[config.mk]
export PLATFORM = sky130hd
export DESIGN_NAME = command_frame_checker_unit
export DESIGN_NICKNAME = d
export VERILOG_FILES = /design/src/rtl/core/cfc_pkg.sv /design/src/rtl/core/command_frame_checker_unit.sv
export SDC_FILE = /design/constraint.sdc
export NUM_CORES = 1
export LEC_CHECK = 0
export ABC_AREA = 1
export BUFFER_PORTS_ARGS = -buffer_cell sky130_fd_sc_hd__buf_2
export CORE_ASPECT_RATIO = 0.7
export CORE_MARGIN = 8
export CORE_UTILIZATION = 60
export CTS_CLUSTER_DIAMETER = 200
export DETAILED_ROUTE_END_ITERATION = 10
export GPL_TIMING_DRIVEN = 0
export PLACE_DENSITY_LB_ADDON = 0.1
export SYNTH_ARGS = -nofsm -noshare
export SYNTH_HDL_FRONTEND = slang
export SYNTH_SLANG_ARGS = --single-unit
[constraint.sdc]
create_clock -name clock -period 7.6 [get_ports clock]
set_input_delay 1.52 -clock clock [delete_from_list [all_inputs] [get_ports clock]]
set_output_delay 1.52 -clock clock [all_outputs]
set_load 0.1 [all_outputs]
[src/rtl/core/cfc_pkg.sv]
`timescale 1ns / 1ps

package cfc_pkg;

   localparam int CFC_MAX_COUNT = 255;

   localparam logic [7:0]  MAGIC_RESET   = 8'hA5;
   localparam logic [7:0]  VERSION_RESET = 8'h01;
   localparam logic [7:0]  MSG_CMD       = 8'h01;
   localparam logic [15:0] PAYLOAD_LEN   = 16'd4;
   localparam logic [15:0] CRC_INIT      = 16'hFFFF;
   localparam logic [15:0] CRC_POLY      = 16'h1021;

   // Register map of the configuration port.
   typedef enum logic [0:0] {
      CSR_MAGIC   = 1'b0,
      CSR_VERSION = 1'b1
   } csr_index_type;

   typedef enum logic [2:0] {
      ERR_NONE    = 3'd0,
      ERR_SHORT   = 3'd1,
      ERR_MAGIC   = 3'd2,
      ERR_TYPELEN = 3'd3,
      ERR_TOTLEN  = 3'd4,
      ERR_CRC     = 3'd5
   } err_code_type;

   typedef struct packed {
      logic [7:0] rx_byte;
      logic       end_of_frame;
   } req_payload_type;

   typedef struct packed {
      logic         frame_ok;
      err_code_type error_code;
      logic [7:0]   channel;
      logic [15:0]  frame_seq;
      logic [15:0]  brightness;
      logic [7:0]   lamp_state;
      logic [7:0]   telemetry_request;
   } rsp_payload_type;

   // One byte of CRC-16/CCITT-FALSE, MSB first, no reflection.
   function automatic logic [15:0] crc16_byte(input logic [15:0] crc, input logic [7:0] data);
      logic [15:0] c;
      c = crc ^ {data, 8'h00};
      for (int k = 0; k < 8; k++) begin
         if (c[15]) begin
            c = {c[14:0], 1'b0} ^ CRC_POLY;
         end else begin
            c = {c[14:0], 1'b0};
         end
      end
      return c;
   endfunction

endpackage

[src/rtl/core/command_frame_checker_unit.sv]
`timescale 1ns / 1ps

// Command frame checker.
//
// Frame bytes enter one beat at a time on the req_ channel; end_of_frame marks
// the last byte. A frame is a 10-byte header (magic, version, type, channel,
// then little-endian length, sequence and crc) followed by a 4-byte command
// payload. For every last byte one result beat leaves on the rsp_ channel with
// the error code, the header channel and sequence, and the payload fields.
//
// Throughput is one byte per cycle while no result beat is stalled: the bytewise
// CRC update and the final checks sit between the frame state registers and
// the result register. rsp_valid rises in the cycle after the last byte is
// accepted. Bytes that are not last produce no result beat.
//
// The csr_ port writes the expected magic and version; write it only while the
// block is idle. Reset restores both registers, clears the frame state and
// drops rsp_valid. When the receiver stalls, the result is held in the output
// register and req_ready stays low until that beat is taken, except in the
// cycle in which it is taken.

module command_frame_checker_unit
   import cfc_pkg::*;
#(
   parameter int MAX_COUNT = CFC_MAX_COUNT
) (
   input  logic            clock,
   input  logic            reset,
   input  logic            req_valid,
   output logic            req_ready,
   input  req_payload_type req_data,
   output logic            rsp_valid,
   input  logic            rsp_ready,
   output rsp_payload_type rsp_data,
   input  logic            csr_we,
   input  csr_index_type   csr_index,
   input  logic [7:0]      csr_wdata
);

   localparam int CNT_W = $clog2(MAX_COUNT + 1);

   localparam logic [CNT_W-1:0] CNT_MAX   = CNT_W'(MAX_COUNT);
   localparam logic [CNT_W-1:0] CNT_HDR   = CNT_W'(10);
   localparam logic [CNT_W-1:0] CNT_FRAME = CNT_W'(14);

   // Configuration registers.
   logic [7:0] magic_cfg_ff;
   logic [7:0] version_cfg_ff;

   // Frame state.
   logic [CNT_W-1:0] count_ff, count_in;
   logic [15:0]      run_crc_ff, run_crc_in;
   logic [15:0]      hdr_crc_ff, hdr_crc_in;
   logic [7:0]       magic_ff, magic_in;
   logic [7:0]       version_ff, version_in;
   logic [7:0]       type_ff, type_in;
   logic [7:0]       channel_ff, channel_in;
   logic [15:0]      len_ff, len_in;
   logic [15:0]      seq_ff, seq_in;
   logic [15:0]      rx_crc_ff, rx_crc_in;
   logic [31:0]      payload_ff, payload_in;

   // Result register.
   logic            rsp_valid_ff;
   rsp_payload_type rsp_data_ff, rsp_data_in;

   logic        accept;
   logic        in_frame;
   logic [3:0]  pos;
   logic [7:0]  b;
   logic [7:0]  crc_data;
   logic [15:0] crc_step;
   err_code_type err;

   assign req_ready = !rsp_valid_ff || rsp_ready;
   assign accept    = req_valid && req_ready;
   assign rsp_valid = rsp_valid_ff;
   assign rsp_data  = rsp_data_ff;

   assign b        = req_data.rx_byte;
   assign in_frame = count_ff < CNT_FRAME;
   assign pos      = count_ff[3:0];

   // Header crc bytes enter the CRC as zero.
   assign crc_data = (pos == 4'd8 || pos == 4'd9) ? 8'h00 : b;
   assign crc_step = crc16_byte(run_crc_ff, crc_data);

   always_comb begin
      magic_in   = magic_ff;
      version_in = version_ff;
      type_in    = type_ff;
      channel_in = channel_ff;
      len_in     = len_ff;
      seq_in     = seq_ff;
      rx_crc_in  = rx_crc_ff;
      payload_in = payload_ff;
      hdr_crc_in = hdr_crc_ff;
      run_crc_in = run_crc_ff;
      if (in_frame) begin
         run_crc_in = crc_step;
         case (pos)
            4'd0:    magic_in            = b;
            4'd1:    version_in          = b;
            4'd2:    type_in             = b;
            4'd3:    channel_in          = b;
            4'd4:    len_in[7:0]         = b;
            4'd5:    len_in[15:8]        = b;
            4'd6:    seq_in[7:0]         = b;
            4'd7:    seq_in[15:8]        = b;
            4'd8:    rx_crc_in[7:0]      = b;
            4'd9: begin
               rx_crc_in[15:8] = b;
               // Header CRC is complete; the payload CRC starts afresh.
               hdr_crc_in      = crc_step;
               run_crc_in      = CRC_INIT;
            end
            4'd10:   payload_in[7:0]     = b;
            4'd11:   payload_in[15:8]    = b;
            4'd12:   payload_in[23:16]   = b;
            4'd13:   payload_in[31:24]   = b;
            default: ;
         endcase
      end
      count_in = (count_ff < CNT_MAX) ? count_ff + CNT_W'(1) : count_ff;
   end

   // Checks in priority order, on the state as it stands after this byte.
   always_comb begin
      if (count_in < CNT_HDR) begin
         err = ERR_SHORT;
      end else if (magic_in != magic_cfg_ff || version_in != version_cfg_ff) begin
         err = ERR_MAGIC;
      end else if (type_in != MSG_CMD || len_in != PAYLOAD_LEN) begin
         err = ERR_TYPELEN;
      end else if (count_in != CNT_FRAME) begin
         err = ERR_TOTLEN;
      end else if ((hdr_crc_in ^ run_crc_in) != rx_crc_in) begin
         err = ERR_CRC;
      end else begin
         err = ERR_NONE;
      end

      rsp_data_in                   = '0;
      rsp_data_in.error_code        = err;
      rsp_data_in.frame_ok          = (err == ERR_NONE);
      if (err != ERR_SHORT) begin
         rsp_data_in.channel   = channel_in;
         rsp_data_in.frame_seq = seq_in;
      end
      if (err == ERR_NONE) begin
         rsp_data_in.brightness        = payload_in[15:0];
         rsp_data_in.lamp_state        = payload_in[23:16];
         rsp_data_in.telemetry_request = payload_in[31:24];
      end
   end

   always_ff @(posedge clock) begin
      if (reset) begin
         magic_cfg_ff   <= MAGIC_RESET;
         version_cfg_ff <= VERSION_RESET;
      end else if (csr_we) begin
         unique case (csr_index)
            CSR_MAGIC:   magic_cfg_ff   <= csr_wdata;
            CSR_VERSION: version_cfg_ff <= csr_wdata;
         endcase
      end
   end

   // The frame state returns to its reset value after each last byte.
   always_ff @(posedge clock) begin
      if (reset || (accept && req_data.end_of_frame)) begin
         count_ff   <= '0;
         run_crc_ff <= CRC_INIT;
         hdr_crc_ff <= '0;
         magic_ff   <= '0;
         version_ff <= '0;
         type_ff    <= '0;
         channel_ff <= '0;
         len_ff     <= '0;
         seq_ff     <= '0;
         rx_crc_ff  <= '0;
         payload_ff <= '0;
      end else if (accept) begin
         count_ff   <= count_in;
         run_crc_ff <= run_crc_in;
         hdr_crc_ff <= hdr_crc_in;
         magic_ff   <= magic_in;
         version_ff <= version_in;
         type_ff    <= type_in;
         channel_ff <= channel_in;
         len_ff     <= len_in;
         seq_ff     <= seq_in;
         rx_crc_ff  <= rx_crc_in;
         payload_ff <= payload_in;
      end
   end

   always_ff @(posedge clock) begin
      if (reset) begin
         rsp_valid_ff <= 1'b0;
      end else if (accept && req_data.end_of_frame) begin
         rsp_valid_ff <= 1'b1;
      end else if (rsp_ready) begin
         rsp_valid_ff <= 1'b0;
      end
   end

   always_ff @(posedge clock) begin
      if (accept && req_data.end_of_frame) begin
         rsp_data_ff <= rsp_data_in;
      end
   end

endmodule

==> metrics.txt <==
postcts setup bufs 0; pin count of the biggest net entering global routing 49; final hold vios 0; max_cap viols 0; CTS buffer count 23; antenna violations before repair 1; clock skew 32.8 ps; area leader, netlist dfxtp_1; Clock Path Buffers 3; worst skew pair latency about 530 ps; top cells by area, synth dfxtp_1, edfxtp_1, nand2_1; Routed WL about 35000 µm; Yosys cell types 39; H-tree lvl count 1; Critical Path Sink Type flip-flop; most frequent cells in the layout nand2_1, inv_1, o21ai_0, nor2_1, dfxtp_1; GRT Residual Overflow 0; Final Util 0.696; DRC viols 0; register area share after synthesis 0.444; Max-slew headroom 0.356; gp weighted congestion 0.959; I/O pins 85; Pre-antenna DRT Iters 6; Power Density 243 nW/µm²; Final period util 0.578; CTS tree done; final setup TNS 0 ps; Root Buffer clkbuf_16; Static Leak 6.33 nW; Synth Warn # 0; Syn Inst Count 1648; RSZ-0062 raised after global routing false; buffers added on ports 84; Via-to-Cell Ratio 5.67; die width approximately 180 µm; Synth top area share 0.290; first-pass GRT wire length 54400 µm; post-DR wirelength/cell 17.1 µm; f_max 0.228 GHz; peak supply drop 0.183 mV; synthesis-stage register bit count 229; via count roughly 12000; status finished clean; fillcell total 1618; CTS Sinks 229; worst path arrival time 4750 ps; vias in the first global route 10299; Total Routing Usage GR 0.278; Hold Path Class reg2reg; share of layout cells above drive strength 1 0.100; die height 133 µm; critical path type in2reg; DRT iter0 DRCs 1514; Core ar. 19000 µm²; die area 24200 µm²; final HPWL from detailed placement 25000 µm; Worst Path Max Fanout 10; hold_buf cts 0; Site Rows between 40 and 50; Final min period 4390 ps; fin nets 1785; CP required a little under 8000 ps; most common cell after layout, fill and taps aside nand2_1; Post-Syn Area between 10000 and 15000 µm²; fin. max-slew vios 0; Worst-path clk slew roughly 70 ps; ANT nets after route 0; Syn Nets 1675; cts repair resizes 0; Startpoint Class input pin; Initial Util 0.615; Slew @ Worst Pin 958 ps; Area Growth Syn to Fin 13.1%; Setup violations, final 0; Mean Syn Cell Area approximately 7.1 µm²
## cell families (layout without fill, tap and decap cells)
group / Yosys count / in the layout / synth area share
fa+ha+maj: 4 / 4 / 0.00429
xor+xnor: 27 / 27 / 0.0203
flops: 229 / 229 / 0.444
other cells: 0 / 1 / 0
compound gates: 368 / 368 / 0.173
simple gates: 683 / 683 / 0.245
buf+inv: 337 / 464 / 0.114
## through the flow
step | worst slack (ps) | power (mW) | hold WS, ps | cells | cell area, µm²
global placement | 2830 | 2.04 | 462 | 1996 | 12400
detailed placement | 2850 | 2.06 | 475 | 1997 | 12400
global route | 3100 | 3.34 | 504 | 2039 | 13200
finish | 3210 | 3.21 | 484 | 2040 | 13200
CTS | 3340 | 3.20 | 488 | 2039 | 13200
floorplan | 3250 | 1.89 | 448 | 1648 | 11700
## sequential cells by signal, summed over array words and instances (netlist names)
signal / count
payload_ff: 32
rsp_data: 60
len_ff: 16
hdr_crc_ff: 16
count_ff: 8
seq_ff: 16
magic_ff: 8
rx_crc_ff: 16
channel_ff: 8
run_crc_ff: 16
magic_cfg_ff: 8
rsp_valid: 1
version_ff: 8
type_ff: 8
version_cfg_ff: 8
## critical path: stages
cell	delay, ps
buf_2	130
inv_1	240
clkbuf_1	710
nand2_1	100
o21ai_1	390
inv_1	90
nand3_1	100
nand2_1	150
nor2_1	120
nand2_1	60
nor2_1	210
nand2_1	80
nand2_1	70
nand2_1	40
nand2_1	100
nand3_2	240
buf_6	240
nor2_1	120
## final cells by class
type	instances	area, µm²	area share
Sequential cell	229	5180	0.393
Antenna cell	1	2.50	0.000190
Timing Repair Buffer	85	440	0.0334
Buffer	86	387	0.0293
Clock buffer	33	653	0.0495
Inverter	251	942	0.0714
Multi-Input combinational cell	1082	5160	0.391
Clock inverter	9	101	0.00768
Tap cell	264	330	0.0250
## power breakdown
group | internal [mW] | total, mW | switching (mW)
combinational | 0.183 | 0.692 | 0.509
clock | 0.667 | 1.15 | 0.486
sequential | 1.33 | 1.36 | 0.0382
total | 2.18 | 3.21 | 1.03
## synth_stat cells
cell / instances
buf_1: 11
o22ai_1: 1
a21oi_1: 96
xnor2_1: 12
o21ai_2: 1
nor2_8: 2
o31ai_1: 1
nand4_1: 10
or2_2: 4
a21boi_1: 1
dfxtp_1: 169
nand3_4: 1
o211ai_1: 60
nor2_2: 1
buf_6: 5
inv_1: 232
nor3_1: 6
a31oi_1: 2
nor2_1: 170
nand3_1: 83
ha_1: 4
nand3b_1: 4
a21oi_4: 1
clkbuf_1: 57
xor2_1: 15
nand3_2: 7
buf_2: 9
and2_1: 1
edfxtp_1: 60
o21ai_0: 193
nand2_2: 6
o21ai_1: 12
nand2_1: 381
nor4_1: 5
or4_1: 1
buf_4: 4
inv_2: 18
clkinv_1: 1
nor3b_1: 1
## path summary, 6_finish.rpt
path / start / end / slack (ps) / cells past startpoint
max: req_data[8] / rsp_data[28] / 3210 / 18
min: magic_cfg_ff[5] / magic_cfg_ff[5] / 480 / 2
min reg2reg: magic_cfg_ff[5] / magic_cfg_ff[5] / 480 / 2
max reg2reg: count_ff[1] / rsp_data[28] / 3600 / 21
## per-layer routing
| metal | GRT usage | vias to the layer above | part of all wire |
|---|---|---|---|
| met1 | 0.389 | 5307 | 0.43 |
| met2 | 0.414 | 654 | 0.42 |
| met3 | 0.0804 | 69 | 0.12 |
| li1 | - | 5532 | - |
| met4 | 0.0681 | 0 | 0.021 |
| met5 | 0 | - | 0 |
Note: power is estimated with default switching activity, not from simulation.
